$ cat src/hdl/vbusd_pkg.sv
// ----------------------------------------------------------------------------
// vbusd_pkg: shared types and constants of the 2x upscale blitter
// Register indexes, geometry constants, and the structs that travel between
// the configuration block, the source tracker and the write expander.
// ----------------------------------------------------------------------------
package vbusd_pkg;

  localparam int unsigned CFG_W  = 12;
  localparam int unsigned IDX_W  = 3;
  localparam int unsigned DIM_W  = 11;
  localparam int unsigned PIX_W  = 32;

  // Register indexes on the configuration port
  typedef enum logic [IDX_W-1:0] {
    REG_SOURCE_WIDTH    = 3'd0,
    REG_SOURCE_HEIGHT   = 3'd1,
    REG_SMALL_VIDEO     = 3'd2,
    REG_SCREEN_WIDTH    = 3'd3,
    REG_SCREEN_HEIGHT   = 3'd4,
    REG_SUBTITLE_TOP    = 3'd5,
    REG_SUBTITLE_BOTTOM = 3'd6
  } reg_index_t;

  // Reset values of the registers
  localparam logic [CFG_W-1:0] SOURCE_WIDTH_RST    = 12'd320;
  localparam logic [CFG_W-1:0] SOURCE_HEIGHT_RST   = 12'd240;
  localparam logic [CFG_W-1:0] SCREEN_WIDTH_RST    = 12'd640;
  localparam logic [CFG_W-1:0] SCREEN_HEIGHT_RST   = 12'd480;
  localparam logic [CFG_W-1:0] SUBTITLE_TOP_RST    = 12'd1;
  localparam logic [CFG_W-1:0] SUBTITLE_BOTTOM_RST = 12'd0;

  // Geometry
  localparam logic [CFG_W-1:0] MAX_DIM     = 12'd2048;
  localparam logic [CFG_W-1:0] HALF_PLAY_W = 12'd320;
  localparam logic [CFG_W-1:0] HALF_PLAY_H = 12'd240;
  localparam logic [8:0]       PLAY_H      = 9'd480;
  localparam logic [12:0]      BAND_ABOVE  = 13'd10;
  localparam logic [12:0]      BAND_BELOW  = 13'd6;
  localparam logic [CFG_W-1:0] BAND_COL_LO = 12'd14;
  localparam logic [CFG_W-1:0] BAND_COL_HI = 12'd624;
  localparam logic [PIX_W-1:0] DARK_MASK   = 32'h007f7f7f;
  localparam logic [DIM_W-1:0] ROW_MAX     = 11'h7ff;

  // Placement and band limits, derived from the registers
  typedef struct packed {
    logic             scale2;  // doubling on
    logic [10:0]      bx;      // left margin
    logic [9:0]       by;      // top margin
    logic [CFG_W-1:0] sw_eff;  // screen width clamped to MAX_DIM
    logic [CFG_W-1:0] sh_eff;  // screen height clamped to MAX_DIM
    logic             boxes;   // subtitle band on
    logic [10:0]      ys;      // first band row, drawn space
    logic [8:0]       ye;      // row after the band, drawn space
  } geom_t;

  // One source pixel with its position
  typedef struct packed {
    logic [PIX_W-1:0] pixel;
    logic [DIM_W-1:0] col;
    logic [DIM_W-1:0] row;
    logic             in_frame;
  } item_t;

endpackage

$ cat src/hdl/vbusd_cfg.sv
// ----------------------------------------------------------------------------
// vbusd_cfg: configuration registers and derived placement
// Holds the seven registers and registers the margins, clamps and band
// limits that follow from them.
// ----------------------------------------------------------------------------
module vbusd_cfg (
  input  logic                          clk,
  input  logic                          rst,
  input  logic                          cfg_write,
  input  logic [vbusd_pkg::IDX_W-1:0]   cfg_index,
  input  logic [vbusd_pkg::CFG_W-1:0]   cfg_data,
  output logic [vbusd_pkg::CFG_W-1:0]   source_width,
  output logic [vbusd_pkg::CFG_W-1:0]   source_height,
  output vbusd_pkg::geom_t              geom
);

  logic                        small_video;
  logic [vbusd_pkg::CFG_W-1:0] screen_width;
  logic [vbusd_pkg::CFG_W-1:0] screen_height;
  logic [vbusd_pkg::CFG_W-1:0] subtitle_top;
  logic [vbusd_pkg::CFG_W-1:0] subtitle_bottom;

  vbusd_pkg::geom_t geom_next;
  logic [12:0]      draw_w;
  logic [12:0]      draw_h;
  logic [12:0]      diff_w;
  logic [12:0]      diff_h;
  logic [12:0]      top_m;
  logic [12:0]      bot_p;

  always_ff @(posedge clk) begin
    if (rst) begin
      source_width    <= vbusd_pkg::SOURCE_WIDTH_RST;
      source_height   <= vbusd_pkg::SOURCE_HEIGHT_RST;
      small_video     <= 1'b0;
      screen_width    <= vbusd_pkg::SCREEN_WIDTH_RST;
      screen_height   <= vbusd_pkg::SCREEN_HEIGHT_RST;
      subtitle_top    <= vbusd_pkg::SUBTITLE_TOP_RST;
      subtitle_bottom <= vbusd_pkg::SUBTITLE_BOTTOM_RST;
    end else if (cfg_write) begin
      case (cfg_index)
        vbusd_pkg::REG_SOURCE_WIDTH:    source_width    <= cfg_data;
        vbusd_pkg::REG_SOURCE_HEIGHT:   source_height   <= cfg_data;
        vbusd_pkg::REG_SMALL_VIDEO:     small_video     <= cfg_data[0];
        vbusd_pkg::REG_SCREEN_WIDTH:    screen_width    <= cfg_data;
        vbusd_pkg::REG_SCREEN_HEIGHT:   screen_height   <= cfg_data;
        vbusd_pkg::REG_SUBTITLE_TOP:    subtitle_top    <= cfg_data;
        vbusd_pkg::REG_SUBTITLE_BOTTOM: subtitle_bottom <= cfg_data;
        default: ;
      endcase
    end
  end

  always_comb begin
    geom_next.scale2 = (source_width <= vbusd_pkg::HALF_PLAY_W) &&
                       (source_height <= vbusd_pkg::HALF_PLAY_H) && !small_video;
    draw_w = geom_next.scale2 ? {source_width, 1'b0} : {1'b0, source_width};
    draw_h = geom_next.scale2 ? {source_height, 1'b0} : {1'b0, source_height};
    diff_w = {1'b0, screen_width} - draw_w;
    diff_h = {1'b0, screen_height} - draw_h;
    // center horizontally, a quarter of the margin on top
    geom_next.bx = ({1'b0, screen_width} > draw_w) ? diff_w[11:1] : '0;
    geom_next.by = ({1'b0, screen_height} > draw_h) ? diff_h[11:2] : '0;
    geom_next.sw_eff = (screen_width > vbusd_pkg::MAX_DIM) ? vbusd_pkg::MAX_DIM
                                                           : screen_width;
    geom_next.sh_eff = (screen_height > vbusd_pkg::MAX_DIM) ? vbusd_pkg::MAX_DIM
                                                            : screen_height;
    geom_next.boxes = !small_video &&
                      ($signed(subtitle_top) <= $signed(subtitle_bottom));
    top_m = {subtitle_top[11], subtitle_top} - vbusd_pkg::BAND_ABOVE;
    bot_p = {subtitle_bottom[11], subtitle_bottom} + vbusd_pkg::BAND_BELOW;
    geom_next.ys = top_m[12] ? '0 : top_m[10:0];
    if (bot_p[12]) begin
      geom_next.ye = '0;
    end else if (bot_p[11:0] > {3'b000, vbusd_pkg::PLAY_H}) begin
      geom_next.ye = vbusd_pkg::PLAY_H;
    end else begin
      geom_next.ye = bot_p[8:0];
    end
  end

  always_ff @(posedge clk) begin
    geom <= geom_next;
  end

endmodule

$ cat src/hdl/vbusd_track.sv
// ----------------------------------------------------------------------------
// vbusd_track: input register and source position counters
// Takes one source pixel per transfer, tags it with its column and row and
// advances the raster position.
// ----------------------------------------------------------------------------
module vbusd_track (
  input  logic                          clk,
  input  logic                          rst,
  input  logic                          in_valid,
  output logic                          in_ready,
  input  logic [vbusd_pkg::PIX_W-1:0]   pixel,
  input  logic                          frame_start,
  input  logic [vbusd_pkg::CFG_W-1:0]   source_width,
  input  logic [vbusd_pkg::CFG_W-1:0]   source_height,
  output logic                          a_valid,
  output vbusd_pkg::item_t              a_item,
  input  logic                          a_take
);

  logic [vbusd_pkg::DIM_W-1:0] source_column;
  logic [vbusd_pkg::DIM_W-1:0] source_row;
  logic [vbusd_pkg::DIM_W-1:0] cur_col;
  logic [vbusd_pkg::DIM_W-1:0] cur_row;
  logic [vbusd_pkg::DIM_W-1:0] source_column_next;
  logic [vbusd_pkg::DIM_W-1:0] source_row_next;
  logic [vbusd_pkg::CFG_W-1:0] col_inc;
  logic                        wrap;
  logic                        in_fire;

  assign in_ready = !a_valid || a_take;
  assign in_fire  = in_valid && in_ready;

  always_comb begin
    cur_col = frame_start ? '0 : source_column;
    cur_row = frame_start ? '0 : source_row;
    col_inc = {1'b0, cur_col} + 12'd1;
    // also covers a column already past the width
    wrap    = col_inc >= source_width;
    source_column_next = wrap ? '0 : col_inc[vbusd_pkg::DIM_W-1:0];
    source_row_next    = (wrap && cur_row != vbusd_pkg::ROW_MAX) ? cur_row + 11'd1
                                                                 : cur_row;
  end

  always_ff @(posedge clk) begin
    if (rst) begin
      source_column <= '0;
      source_row    <= '0;
      a_valid       <= 1'b0;
    end else begin
      if (in_fire) begin
        source_column <= source_column_next;
        source_row    <= source_row_next;
        a_valid       <= 1'b1;
      end else if (a_take) begin
        a_valid       <= 1'b0;
      end
    end
  end

  always_ff @(posedge clk) begin
    if (in_fire) begin
      a_item.pixel    <= pixel;
      a_item.col      <= cur_col;
      a_item.row      <= cur_row;
      a_item.in_frame <= ({1'b0, cur_col} < source_width) &&
                         ({1'b0, cur_row} < source_height);
    end
  end

  a_wrap_clears_col: assert property (@(posedge clk) disable iff (rst)
    !rst && in_fire && wrap |=> source_column == '0)
    else $error("column not cleared after end of line");

  a_row_monotonic: assert property (@(posedge clk) disable iff (rst)
    !rst && in_fire && !frame_start |=> source_row >= $past(source_row))
    else $error("row moved back without frame start");

  a_item_holds: assert property (@(posedge clk) disable iff (rst)
    a_valid && !a_take |=> a_valid && $stable(a_item))
    else $error("held item lost or changed");

endmodule

$ cat src/hdl/vbusd_expand.sv
// ----------------------------------------------------------------------------
// vbusd_expand: write expander and output register
// Turns one tagged pixel into up to four screen writes, darkens those in
// the subtitle band and hands them out one per cycle, unless stalled.
// ----------------------------------------------------------------------------
module vbusd_expand (
  input  logic                          clk,
  input  logic                          rst,
  input  logic                          a_valid,
  input  vbusd_pkg::item_t              a_item,
  output logic                          a_take,
  input  vbusd_pkg::geom_t              geom,
  output logic                          out_valid,
  input  logic                          out_ready,
  output logic [vbusd_pkg::DIM_W-1:0]   screen_row,
  output logic [vbusd_pkg::DIM_W-1:0]   screen_col,
  output logic [vbusd_pkg::PIX_W-1:0]   out_pixel,
  output logic                          last
);

  // write k = 2*dy + dx; bit order gives top pair left, right, then bottom
  logic [3:0]                  mask;
  logic [3:0]                  dark;
  logic [vbusd_pkg::PIX_W-1:0] pix;
  logic [vbusd_pkg::DIM_W-1:0] row_lo;
  logic [vbusd_pkg::DIM_W-1:0] row_hi;
  logic [vbusd_pkg::DIM_W-1:0] col_lo;
  logic [vbusd_pkg::DIM_W-1:0] col_hi;

  logic [3:0]  mask_next;
  logic [3:0]  dark_next;
  logic [3:0]  pick;
  logic [3:0]  rest;
  logic [1:0]  sel;
  logic        b_valid;
  logic        room;
  logic        b_emit;
  logic        b_free;
  logic [11:0] j0;
  logic [11:0] i0;
  logic [11:0] j     [2];
  logic [11:0] i     [2];
  logic [12:0] srow  [2];
  logic [12:0] scol  [2];
  logic [1:0]  row_ok;
  logic [1:0]  col_ok;
  logic [1:0]  dark_row;
  logic [1:0]  dark_col;

  assign b_valid = |mask;
  assign room    = !out_valid || out_ready;
  assign b_emit  = b_valid && room;
  assign pick    = mask & (~mask + 4'd1);
  assign rest    = mask & ~pick;
  assign b_free  = !b_valid || (b_emit && rest == 4'd0);
  assign a_take  = a_valid && b_free;

  always_comb begin
    j0 = geom.scale2 ? {a_item.row, 1'b0} : {1'b0, a_item.row};
    i0 = geom.scale2 ? {a_item.col, 1'b0} : {1'b0, a_item.col};
    for (int d = 0; d < 2; d++) begin
      j[d]        = j0 + 12'(d);
      i[d]        = i0 + 12'(d);
      srow[d]     = 13'(geom.by) + 13'(j[d]);
      scol[d]     = 13'(geom.bx) + 13'(i[d]);
      row_ok[d]   = srow[d] < {1'b0, geom.sh_eff};
      col_ok[d]   = scol[d] < {1'b0, geom.sw_eff};
      dark_row[d] = geom.boxes && (j[d] >= {1'b0, geom.ys}) &&
                    (j[d] < {3'b000, geom.ye});
      dark_col[d] = (i[d] > vbusd_pkg::BAND_COL_LO) && (i[d] < vbusd_pkg::BAND_COL_HI);
    end
    for (int k = 0; k < 4; k++) begin
      mask_next[k] = a_item.in_frame && row_ok[k/2] && col_ok[k%2] &&
                     (geom.scale2 || k == 0);
      dark_next[k] = dark_row[k/2] && dark_col[k%2];
    end
    case (pick)
      4'b0001: sel = 2'd0;
      4'b0010: sel = 2'd1;
      4'b0100: sel = 2'd2;
      default: sel = 2'd3;
    endcase
  end

  always_ff @(posedge clk) begin
    if (rst) begin
      mask <= '0;
    end else if (a_take) begin
      mask <= mask_next;
    end else if (b_emit) begin
      mask <= rest;
    end
  end

  always_ff @(posedge clk) begin
    if (a_take) begin
      dark   <= dark_next;
      pix    <= a_item.pixel;
      row_lo <= srow[0][vbusd_pkg::DIM_W-1:0];
      row_hi <= srow[1][vbusd_pkg::DIM_W-1:0];
      col_lo <= scol[0][vbusd_pkg::DIM_W-1:0];
      col_hi <= scol[1][vbusd_pkg::DIM_W-1:0];
    end
  end

  always_ff @(posedge clk) begin
    if (rst) begin
      out_valid <= 1'b0;
    end else if (b_emit) begin
      out_valid <= 1'b1;
    end else if (out_ready) begin
      out_valid <= 1'b0;
    end
  end

  always_ff @(posedge clk) begin
    if (b_emit) begin
      screen_row <= sel[1] ? row_hi : row_lo;
      screen_col <= sel[0] ? col_hi : col_lo;
      out_pixel  <= dark[sel] ? ((pix >> 1) & vbusd_pkg::DARK_MASK) : pix;
      last       <= (rest == 4'd0);
    end
  end

  a_pick_onehot: assert property (@(posedge clk) disable iff (rst)
    b_valid |-> $onehot(pick))
    else $error("write select not one-hot");

  a_mask_advance: assert property (@(posedge clk) disable iff (rst)
    b_emit && rest != 4'd0 |=> mask == $past(rest))
    else $error("pending writes not advanced in order");

  a_no_phantom: assert property (@(posedge clk) disable iff (rst)
    !b_valid && !out_valid |=> !out_valid)
    else $error("write appeared with nothing pending");

endmodule

$ cat src/hdl/video_blit_upscale_subtitle_darken_top.sv
// ----------------------------------------------------------------------------
// video_blit_upscale_subtitle_darken_top: 2x upscale blitter with subtitle band
// Source XRGB pixels in, screen writes (row, column, pixel) out.
// ----------------------------------------------------------------------------
// Usage:
//   The input channel (in_valid/in_ready) takes one source pixel per transfer
//   in raster order; frame_start on a transfer restarts column and row at 0.
//   The output channel (out_valid/out_ready) gives one screen write per
//   transfer. A pixel gives up to four writes when the frame is doubled
//   (source at most 320x240, small_video off), one otherwise, or none when
//   it lies outside the frame or all its writes fall off the screen. last
//   marks the final write of a pixel.
//   Each write passes the input register, the expander and the output
//   register. Throughput, while the receiver keeps up: one pixel per cycle
//   undoubled; doubled, one write per cycle on the single output port.
//   The input register takes the next pixel while the expander still works.
//   When the receiver stalls, the output register holds its write, the
//   expander holds its pending writes and the input side backs up one pixel.
//   Reset clears the position counters, empties the pipeline and loads the
//   registers with their reset values. Write the configuration port only
//   while no pixel is in flight.
// ----------------------------------------------------------------------------
module video_blit_upscale_subtitle_darken_top (
  input  logic                          clk,
  input  logic                          rst,
  // configuration port
  input  logic                          cfg_write,
  input  logic [vbusd_pkg::IDX_W-1:0]   cfg_index,
  input  logic [vbusd_pkg::CFG_W-1:0]   cfg_data,
  // source pixels
  input  logic                          in_valid,
  output logic                          in_ready,
  input  logic [vbusd_pkg::PIX_W-1:0]   pixel,
  input  logic                          frame_start,
  // screen writes
  output logic                          out_valid,
  input  logic                          out_ready,
  output logic [vbusd_pkg::DIM_W-1:0]   screen_row,
  output logic [vbusd_pkg::DIM_W-1:0]   screen_col,
  output logic [vbusd_pkg::PIX_W-1:0]   out_pixel,
  output logic                          last
);

  logic [vbusd_pkg::CFG_W-1:0] source_width;
  logic [vbusd_pkg::CFG_W-1:0] source_height;
  vbusd_pkg::geom_t            geom;
  logic                        a_valid;
  vbusd_pkg::item_t            a_item;
  logic                        a_take;

  // Registers and derived placement; the derived values are registered from
  // the configuration registers.
  vbusd_cfg u_cfg (
    .clk           (clk),
    .rst           (rst),
    .cfg_write     (cfg_write),
    .cfg_index     (cfg_index),
    .cfg_data      (cfg_data),
    .source_width  (source_width),
    .source_height (source_height),
    .geom          (geom)
  );

  // Input register: tag each pixel with its raster position.
  vbusd_track u_track (
    .clk           (clk),
    .rst           (rst),
    .in_valid      (in_valid),
    .in_ready      (in_ready),
    .pixel         (pixel),
    .frame_start   (frame_start),
    .source_width  (source_width),
    .source_height (source_height),
    .a_valid       (a_valid),
    .a_item        (a_item),
    .a_take        (a_take)
  );

  // Expander: build a pixel's writes once, send one a cycle unless stalled.
  vbusd_expand u_expand (
    .clk        (clk),
    .rst        (rst),
    .a_valid    (a_valid),
    .a_item     (a_item),
    .a_take     (a_take),
    .geom       (geom),
    .out_valid  (out_valid),
    .out_ready  (out_ready),
    .screen_row (screen_row),
    .screen_col (screen_col),
    .out_pixel  (out_pixel),
    .last       (last)
  );

endmodule

$ cat config.mk
export PLATFORM = sky130hd
export DESIGN_NAME = video_blit_upscale_subtitle_darken_top
export DESIGN_NICKNAME = d
export VERILOG_FILES = /design/src/hdl/vbusd_pkg.sv /design/src/hdl/vbusd_cfg.sv /design/src/hdl/vbusd_track.sv /design/src/hdl/vbusd_expand.sv /design/src/hdl/video_blit_upscale_subtitle_darken_top.sv
export SDC_FILE = /design/constraint.sdc
export NUM_CORES = 1
export LEC_CHECK = 0
export ABC_AREA = 1
export BUFFER_PORTS_ARGS = -buffer_cell sky130_fd_sc_hd__buf_2
export CORE_MARGIN = 5
export CORE_UTILIZATION = 60
export CTS_CLUSTER_SIZE = 12
export DETAILED_ROUTE_END_ITERATION = 12
export PLACE_DENSITY_LB_ADDON = 0.08
export SLEW_MARGIN = 5
export SYNTH_ARGS = -nofsm -noshare
export SYNTH_HDL_FRONTEND = slang
export SYNTH_HIERARCHICAL = 1
export SYNTH_SLANG_ARGS = --single-unit
$ cat constraint.sdc
create_clock -name clk -period 4.85 [get_ports clk]
set_input_delay 0.485 -clock clk [delete_from_list [all_inputs] [get_ports clk]]
set_output_delay 0.485 -clock clk [all_outputs]
set_load 0.03 [all_outputs]
==> flow_summary_export.csv, run 1 <==
group,metric,value,unit
outcome,status,"complete, no violations",
worst_hold_path,hold_path_class,"in -> reg",
placed_design,port_buffers,109,
floorplan,start_util,0.607,
synth,netlist_area,0.0209,sq mm
clock_network,cts-htree-levels,2,
floorplan,row_count,68,
drt,first_pass_iters,5,
synth,synth-seq-cells,358,
clock_network,clk_path_buf_depth,3,
sta,tns,0,ns
power_and_ir_drop,power_density,539,mW/mm^2
synth,yosysTopAreaCell,"edfxtp_1",
clock_network,path_clk_slew,0.06,ns
sta,slew_viol_final,0,
power_and_ir_drop,finalPower,12.4,mW
synth,synthArstFlopShare,0,
critical_path,critical_path.max_fanout,18,
synth,synthCells,2492,
synth,synth_edf_count,190,
cells_and_area,area_growth,10.3,%
sta,period_share,0.907,
placed_design,hpwl,40.4,mm
global_route,grt_pass1_wl,82.3,mm
clock_network,cts_sinks,358,
critical_path,worst_setup_path_start_kind,"register",
synth,synthAdderAreaFrac,0.127,
critical_path,cp-end-kind,"register",
power_and_ir_drop,ir_drop,0.414,mV
synth,synth_xor_xnor_area_share,0.0304,
synth,synthFlopType,"edfxtp_1",
sta,rsz0062_at_grt,"no",
sta,hold_violations,0,
drt,ant_nets,0,
synth,synth_top_family_by_area,"simple AND/OR/NAND/NOR gates",
drt,wl_per_cell,16.7,um
floorplan,fp.dieW,197,um
synth,seq_area_frac_synth,0.434,
synth,syn_nets,2754,
critical_path,crit_type,"reg -> reg",
clock_network,cts_resized,0,
drt,drt_wl_total,51.6,mm
critical_path,slowest_stage,"dfxtp_1",
synth,synthMuxAreaShare,0.000538,
cells_and_area,instances_no_fill,3083,
floorplan,chipHeight,197,um
synth,synth_area_leaders,"edfxtp_1 27%, dfxtp_1 16%, ha_1 12%, nand2_1 9.3%, inv_1 6.5%",
drt,avgViaCountPerCell,5.45,
cells_and_area,fin_nets,2868,
clock_network,post_cts_buffers,0,
sta,relSlewSlack,0.245,
clock_network,tritoncts,"built",
synth,ys_warn_count,6,
cells_and_area,n_antenna_cell,0,
clock_network,cts_buffers,39,
global_route,grt_pass1_vias,16100,
cells_and_area,final_util,0.670,
sta,worst_clock_skew,0.0150,ns
synth,syn_avg_cell_area,8.39,sq um
synth,synth_compound_gate_area_share,0.110,
global_route,antenna_found_initial,0,
global_route,overflow,0,
placed_design,placed_cells,3020,
sta,fin_crit,4.40,ns
critical_path,critPathArrivalTime,4.83,ns
floorplan,io-pin-count,110,
job,max-cap-violations,0,
critical_path,crit_top_cell,"nand2_1",
drt,drt-initial-drc-count,1233,
synth,synth_top_area_share,0.273,
sta,max_freq,0.227,GHz
power_and_ir_drop,p_leak,10.7,nW
cells_and_area,drive_above_1_share,0.119,
placed_design,place.gp.congestion,0.956,
floorplan,dieArea,0.0387,sq mm
clock_network,insertion_delay,0.55,ns
floorplan,core,0.0345,sq mm
clock_network,cts.root.buffer_cell,"clkbuf_16",
synth,ys_types,60,
critical_path,cp_slowest_stage_delay,0.46,ns
sta,worst_pin_slew,1.13,ns
global_route,grt_max_degree,83,
drt,drc_errors,0,
drt,num_vias,16800,
synth,yosys.area_share.simple,0.213,
sta,finalSetupViolCount,0,
critical_path,cp_data_required_time,5.28,ns
clock_network,cts_hold_buf,0,
global_route,grtUsageTotal,0.264,
sta,fin_hold_ws,0.115,ns
[flip-flops by register name, indices dropped and copies added, names as in the netlist, 12 cells and up]
name                   count
u_cfg/geom                67
u_cfg/screen_height       12
u_cfg/screen_width        12
u_cfg/source_height       12
u_cfg/source_width        12
u_cfg/subtitle_bottom     12
u_cfg/subtitle_top        12
u_expand/out_pixel        32
u_expand/pix              32
u_track/a_item            55
[area by class of cell]
class | count | area, sq um
Clock inverter | 8 | 72.6
Fill cell | 2829 | 11400
Multi-Input combinational cell | 1687 | 10100
Sequential cell | 358 | 9070
Tap cell | 455 | 569
Timing Repair Buffer | 121 | 652
Inverter | 399 | 1510
Clock buffer | 55 | 1120
[cells in the final DEF (no fill, tap or decap), types with 4 or more instances in the layout]
master / n
nand2_1: 518
inv_1: 361
nor2_1: 234
ha_1: 204
a21oi_1: 194
edfxtp_1: 190
dfxtp_1: 168
buf_2: 109
nand3_1: 97
o21ai_0: 84
xor2_1: 47
clkbuf_16: 41
o21ai_1: 41
nand4_1: 34
inv_2: 32
xnor2_1: 22
nand2_2: 21
o211ai_1: 17
nor3_1: 16
nor2_2: 16
nor2_4: 14
o21bai_1: 12
clkbuf_1: 10
o21a_1: 10
buf_4: 10
nor4_1: 9
o21ai_2: 9
a21o_1: 8
a31oi_1: 8
or2_2: 7
nand2_4: 6
clkinv_2: 5
a21oi_2: 5
fa_1: 5
clkbuf_8: 4
a21boi_0: 4
nor3_2: 4
o2111ai_1: 4
[worst max-delay path: cells and delay by family (launching register included)]
family,cells,cell delay (ns)
and+or+nand+nor,17,1.56
buffers and inverters,4,0.51
xor gates and xnor gates,1,0.16
adders and majority gates,3,0.82
DFF,1,0.46
AOI/OAI and AO/OA,5,0.79
[cells by family (layout without fill, tap and decap cells)]
group,count (synthesis),in the layout
muxes,1,1
and+or+nand+nor,998,998
buffers and inverters,447,583
AOI/OAI and AO/OA,408,408
xor gates and xnor gates,71,71
adders and majority gates,209,209
DFF,358,358
[per-stage QoR]
stage	setup WS [ns]	cell area, sq um
6_report	0.450	23100
5_1_grt	0.0536	23100
4_1_cts	0.497	23100
3_5_place_dp	0.525	21900
3_3_place_gp	0.676	21900
2_1_floorplan	0.819	20900
[final timing paths]
check	cells after the start	slack (ns)	start	to
setup / recovery	30	0.45	u_cfg/geom[66]	u_expand/mask[3]
hold / removal	1	0.11	pixel[20]	u_track/a_item[43]
setup reg to reg	30	0.45	u_cfg/geom[66]	u_expand/mask[3]
hold reg to reg	0	0.39	u_cfg/screen_width[11]	u_cfg/geom[44]
[where the power goes]
| part | internal (mW) | switching (mW) |
|---|---|---|
| logic | 1.73 | 3.52 |
| clock network | 1.65 | 1.16 |
| registers | 4.11 | 0.268 |
[metal layers]
metal	GRT usage	wire length, um	up-vias
met5	0	0	-
met4	0.0773	1370	0
met3	0.0460	3470	93
li1	-	-	8425
met1	0.374	23700	7755
met2	0.420	23100	522
[Yosys cell counts (all sizes together) (3+ instances only)]
| master | number |
|---|---|
| dfxtp | 168 |
| fa | 5 |
| or2 | 9 |
| nor3 | 22 |
| a31oi | 8 |
| xor2 | 49 |
| edfxtp | 190 |
| buf | 21 |
| o2111ai | 4 |
| nor2 | 267 |
| inv | 396 |
| clkinv | 3 |
| xnor2 | 22 |
| nand4 | 36 |
| a21oi | 200 |
| nand2 | 545 |
| o211ai | 17 |
| nor4 | 9 |
| nand3b | 3 |
| clkbuf | 27 |
| a21boi | 4 |
| o21bai | 13 |
| o31ai | 3 |
| o21a | 10 |
| ha | 204 |
| o21ai | 137 |
| a21o | 8 |
| nand3 | 102 |
(Power assumes the default switching activity.)
==> inputs of run 2 (changes only) <==
--- a/config.mk
+++ b/config.mk
@@ -15,5 +15,4 @@
 export SLEW_MARGIN = 5
 export SYNTH_ARGS = -nofsm -noshare
 export SYNTH_HDL_FRONTEND = slang
-export SYNTH_HIERARCHICAL = 1
 export SYNTH_SLANG_ARGS = --single-unit
==> flow_summary_export.csv, run 2 <==
group,metric,value,unit
outcome,status,"complete, no violations",
critical_path,timing.rr.end,"u_expand.mask[3]",
worst_hold_path,hold_path_class,"in -> reg",
floorplan,dieArea,0.0369,sq mm
cells_and_area,largest_reg_flops,67,
global_route,grt_pass1_vias,14700,
synth,netlist_area,0.0199,sq mm
synth,synthCells,2341,
cells_and_area,instances_no_fill,2922,
drt,first_pass_iters,5,
clock_network,cts-htree-levels,2,
global_route,antenna_found_initial,0,
clock_network,tritoncts,"built",
synth,synthFlopType,"edfxtp_1",
critical_path,critPathArrivalTime,4.66,ns
critical_path,critical_path.max_fanout,32,
placed_design,place.gp.congestion,0.981,
sta,max_freq,0.238,GHz
floorplan,io-pin-count,110,
job,max-cap-violations,0,
critical_path,ff2ff_setup_slack,0.65,ns
synth,synthArstFlopShare,0,
critical_path,cp-end-kind,"register",
global_route,grtUsageTotal,0.256,
critical_path,worst_setup_path_start_kind,"register",
sta,finalWorstSetupSlack,0.649,ns
floorplan,chipHeight,192,um
floorplan,core,0.0326,sq mm
cells_and_area,final_cell_mix,"455 x nand2_1, 347 x inv_1, 239 x nor2_1",
sta,rsz0062_at_grt,"no",
cells_and_area,fin_nets,2716,
placed_design,placed_cells,2856,
synth,ys_types,53,
synth,syn_nets,2602,
power_and_ir_drop,finalPower,12.5,mW
global_route,grt_max_degree,63,
drt,num_vias,15600,
sta,tns,0,ns
sta,period_share,0.866,
synth,ys_warn_count,0,
power_and_ir_drop,p_leak,10.1,nW
cells_and_area,fill_cells,2692,
clock_network,cts.root.buffer_cell,"clkbuf_16",
cells_and_area,largest_register,"u_cfg.geom",
synth,ys_top_cells_by_count,"455 x nand2_1, 349 x inv_1, 240 x nor2_1",
sta,worst_pin_slew,1.06,ns
floorplan,row_count,66,
clock_network,cts_resized,0,
synth,synth-seq-cells,358,
synth,yosysTopAreaCell,"edfxtp_1",
sta,relSlewSlack,0.289,
clock_network,cts_hold_buf,0,
worst_hold_path,worstHoldPathCells,1,
sta,fin_hold_ws,0.140,ns
floorplan,start_util,0.610,
critical_path,r2r_start,"u_cfg.geom[66]",
critical_path,cp_data_required_time,5.31,ns
sta,finalSetupViolCount,0,
cells_and_area,final_util,0.675,
placed_design,port_buffers,109,
sta,worst_clock_skew,0.0318,ns
clock_network,insertion_delay,0.53,ns
worst_hold_path,hp-start,"pixel[25]",
clock_network,cts_sinks,358,
drt,wl_per_cell,16.2,um
synth,synth_top_area_share,0.287,
worst_hold_path,whs_endpoint,"u_track.a_item[48]",
placed_design,place_ws,0.685,ns
sta,slew_viol_final,0,
synth,seq_area_frac_synth,0.456,
cells_and_area,design_area,0.0220,sq mm
clock_network,clk_path_buf_depth,3,
drt,drt_wl_total,47.2,mm
clock_network,path_clk_slew,0.06,ns
sta,fin_crit,4.20,ns
clock_network,post_cts_buffers,0,
cells_and_area,reg_top3,"u_cfg.geom (67), u_track.a_item (55)",
cells_and_area,area_growth,10.6,%
synth,synth_edf_count,190,
drt,ant_nets,0,
global_route,overflow,0,
drt,drc_errors,0,
floorplan,fp.dieW,192,um
power_and_ir_drop,ir_drop,0.370,mV
power_and_ir_drop,power_density,569,mW/mm^2
critical_path,crit_type,"reg -> reg",
placed_design,hpwl,36.9,mm
synth,yosysMostFrequentCell,"nand2_1",
cells_and_area,drive_above_1_share,0.0863,
global_route,grt_pass1_wl,75.4,mm
drt,drt-initial-drc-count,985,
cells_and_area,final_common_cell,"nand2_1",
sta,hold_violations,0,
drt,avgViaCountPerCell,5.35,
placed_design,placed_cell_area,0.0209,sq mm
clock_network,cts_buffers,39,
synth,syn_avg_cell_area,8.50,sq um
synth,synth_area_leaders,"edfxtp_1 29%, dfxtp_1 17%, ha_1 13%, nand2_1 8.6%, inv_1 6.6%",
critical_path,r2r_cells,27,
[run 2: cell types whose count changed in the layout (fill, tap and decap cells not counted), sizes merged, moves of 7 or more]
cell,delta
nand2,-81
inv,-39
nand3,-33
nor2,-17
nor3,+17
o21ai,+15
a21oi,-13
o21bai,-7
xnor2,+7
[run 2: power breakdown]
part	internal (mW)	switching, mW	leakage, nW
sequential	4.18	0.256	3.20
combinational	1.78	3.64	6.36
clock	1.54	1.13	0.558
total	7.50	5.02	10.1
[run 2: worst max-delay path by stage]
| stage | from | end | cells past startpoint |
|---|---|---|---|
| after floorplan | u_cfg.geom[66] | u_expand.mask[2] | 27 |
| after global placement | u_cfg.geom[66] | u_expand.mask[3] | 27 |
| after detailed placement | u_cfg.geom[66] | u_expand.mask[3] | 27 |
| after CTS | u_cfg.geom[66] | u_expand.mask[3] | 27 |
| after global routing | u_cfg.geom[66] | u_expand.mask[1] | 27 |
| final | u_cfg.geom[66] | u_expand.mask[3] | 27 |
[run 2: final cells by class]
| type | instances | area (sq um) | share of cell area |
|---|---|---|---|
| multi-input cells | 1577 | 9270 | 0.421 |
| flip-flops and latches | 358 | 9070 | 0.412 |
| inverters | 359 | 1350 | 0.0614 |
| clock buffers | 54 | 1070 | 0.0487 |
| repair buffers | 120 | 628 | 0.0285 |
| well taps | 442 | 553 | 0.0251 |
| clock inverters | 11 | 58.8 | 0.00267 |
| diodes | 1 | 2.50 | 0.000114 |
[run 2: critical path, cell delays in order (launching register included)]
cell and delay (ns):
dfxtp_1 0.38, buf_4 0.37, nor2_1 0.09, a21oi_1 0.35, ha_1 0.26, nand2_1 0.09, nor2_2 0.13, nand2_1 0.08
nand2_1 0.12, inv_1 0.05, ha_1 0.33, nand2_1 0.08, nor3_1 0.22, a21oi_1 0.15, nor2_1 0.11, nor2_1 0.06
xnor2_1 0.18, ha_1 0.27, a21oi_1 0.15, o21a_1 0.13, nand2_1 0.05, nand2_1 0.05, nand2_1 0.05, nand2_1 0.07
inv_1 0.04, nor2_1 0.08, nand2_1 0.05, a21oi_1 0.11
[run 2: cells by family (layout without fill, tap and decap cells)]
group                      after synthesis  in the layout  share of synthesized area
AOI/OAI and AO/OA                      411            411                      0.114
xor gates and xnor gates                74             74                     0.0326
buffers and inverters                  406            544                     0.0791
adders and majority gates              208            208                      0.133
DFF                                    358            358                      0.456
muxes                                    1              1                   0.000566
other                                    0              1                          0
and+or+nand+nor                        883            883                      0.185
[run 2: per-layer routing]
metal | part of all wire | GRT usage | vias up | wire length, um
met5 | 0 | 0 | - | 0
met4 | 0.028 | 0.0716 | 0 | 1320
met3 | 0.056 | 0.0353 | 76 | 2650
met2 | 0.45 | 0.416 | 368 | 21100
met1 | 0.47 | 0.361 | 7176 | 22100
li1 | - | - | 8013 | -
==> inputs of run 3 (changes only) <==
==> constraint.sdc (replaced) <==
create_clock -name clk -period 4.85 [get_ports clk]
set_input_delay 0 -clock clk [delete_from_list [all_inputs] [get_ports clk]]
set_output_delay 0 -clock clk [all_outputs]
set_load 0.03 [all_outputs]
==> flow_summary_export.csv, run 3 (synthesis gave the netlist of run 2 again) <==
group,metric,value,unit
global_route,overflow,0,
clock_network,cts.root.buffer_cell,"clkbuf_16",
outcome,status,"complete, no violations",
drt,num_vias,16000,
placed_design,place.gp.congestion,0.936,
power_and_ir_drop,power_density,565,mW/mm^2
cells_and_area,final_util,0.695,
worst_hold_path,hp-start,"cfg_write",
global_route,grt_max_degree,80,
critical_path,slowest_stage,"dfxtp_1",
cells_and_area,largest_register,"u_cfg.geom",
critical_path,worst_setup_path_start_kind,"register",
cells_and_area,regArea,0.00907,sq mm
sta,worst_pin_slew,1.06,ns
drt,drt_wl_total,49.2,mm
power_and_ir_drop,finalPower,12.8,mW
critical_path,crit_type,"reg -> reg",
cells_and_area,multi_input_area,0.00927,sq mm
power_and_ir_drop,ir_drop,0.428,mV
drt,wl_per_cell,16.5,um
critical_path,crit_top_cell,"nand2_1",
cells_and_area,instances_no_fill,2977,
floorplan,core,0.0326,sq mm
placed_design,place_ws,0.754,ns
drt,ant_nets,0,
placed_design,port_buffers,109,
cells_and_area,fin_nets,2772,
cells_and_area,design_area,0.0227,sq mm
sta,worst_clock_skew,0.0271,ns
floorplan,row_count,66,
cells_and_area,largest_reg_flops,67,
cells_and_area,final_common_cell,"nand2_1",
critical_path,r2r_start,"u_cfg.geom[66]",
clock_network,cts_buffers,39,
drt,first_pass_iters,5,
cells_and_area,fill_cells,2640,
floorplan,chipHeight,192,um
clock_network,cts_sinks,358,
floorplan,io-pin-count,110,
cells_and_area,n_antenna_cell,0,
clock_network,post_cts_buffers,0,
power_and_ir_drop,p_leak,10.4,nW
critical_path,cp_slowest_stage_delay,0.41,ns
sta,fin_hold_ws,0.0591,ns
critical_path,cp-end-kind,"register",
placed_design,placed_cells,2856,
sta,fin_crit,4.13,ns
floorplan,start_util,0.610,
sta,rsz0062_at_grt,"no",
clock_network,tritoncts,"built",
sta,relSlewSlack,0.290,
critical_path,cp_data_required_time,5.31,ns
global_route,antenna_found_initial,0,
drt,avgViaCountPerCell,5.37,
placed_design,hpwl,37.1,mm
drt,drc_errors,0,
clock_network,insertion_delay,0.54,ns
cells_and_area,drive_above_1_share,0.0860,
sta,finalWorstSetupSlack,0.718,ns
global_route,grt_pass1_vias,15300,
sta,finalSetupViolCount,0,
cells_and_area,final_cell_mix,"455 x nand2_1, 347 x inv_1, 239 x nor2_1",
cells_and_area,area_growth,13.9,%
critical_path,critical_path.max_fanout,15,
sta,slew_viol_final,0,
clock_network,cts_resized,0,
worst_hold_path,hold_path_class,"in -> reg",
placed_design,placed_cell_area,0.0209,sq mm
global_route,grt_pass1_wl,78.7,mm
cells_and_area,reg_top3,"u_cfg.geom (67), u_track.a_item (55)",
sta,max_freq,0.242,GHz
floorplan,fp.dieW,192,um
critical_path,cp-startpoint,"u_cfg.geom[66]",
sta,period_share,0.852,
critical_path,critPathArrivalTime,4.59,ns
drt,drt-initial-drc-count,1027,
clock_network,path_clk_slew,0.06,ns
sta,hold_violations,0,
job,max-cap-violations,0,
global_route,grtUsageTotal,0.268,
clock_network,cts-htree-levels,2,
clock_network,cts_hold_buf,56,
sta,tns,0,ns
clock_network,clk_path_buf_depth,3,
floorplan,dieArea,0.0369,sq mm
[run 3: changes by cell type in the layout (fill, tap and decap cells not counted), moves of 2 or more]
cell           delta
clkinv_1          -3
dlygate4sd3_1    +56
clkbuf_16         +3
inv_6             -2
clkinvlp_4        +2
[run 3: worst paths after layout]
check	to	slack (ns)	cells after the start
worst max-delay path	u_expand.mask[3]	0.72	27
worst min-delay path	u_cfg.subtitle_top[0]	0.06	4
worst max register to register	u_expand.mask[3]	0.72	27
worst min register to register	u_cfg.geom[44]	0.38	0
[run 3: worst max-delay path, delay by kind of cell (launching register included)]
kind                     cells  cell delay, ns
AO/OA/AOI/OAI                5            0.86
adder cells (fa/ha/maj)      3            0.86
AND/OR/NAND/NOR             15            1.33
XOR/XNOR                     1            0.19
buffers and inverters        3            0.37
flip-flops                   1            0.41
[run 3: area by class of cell]
type	count	area share
Sequential cell	358	0.400
Clock buffer	57	0.0511
Inverter	359	0.0596
Tap cell	442	0.0244
Clock inverter	8	0.00304
Timing Repair Buffer	176	0.0525
Multi-Input combinational cell	1577	0.409
[run 3: power by group]
| part | total (mW) | switching (mW) | internal, mW |
|---|---|---|---|
| combinational | 5.50 | 3.69 | 1.81 |
| sequential | 4.45 | 0.269 | 4.18 |
| clock | 2.85 | 1.15 | 1.70 |
[run 3: per-layer routing]
| metal | share of wire | GRT usage | wire length, um |
|---|---|---|---|
| met3 | 0.058 | 0.0354 | 2870 |
| met4 | 0.022 | 0.0680 | 1090 |
| met2 | 0.46 | 0.450 | 22600 |
| met5 | 0 | 0 | 0 |
| met1 | 0.46 | 0.372 | 22700 |
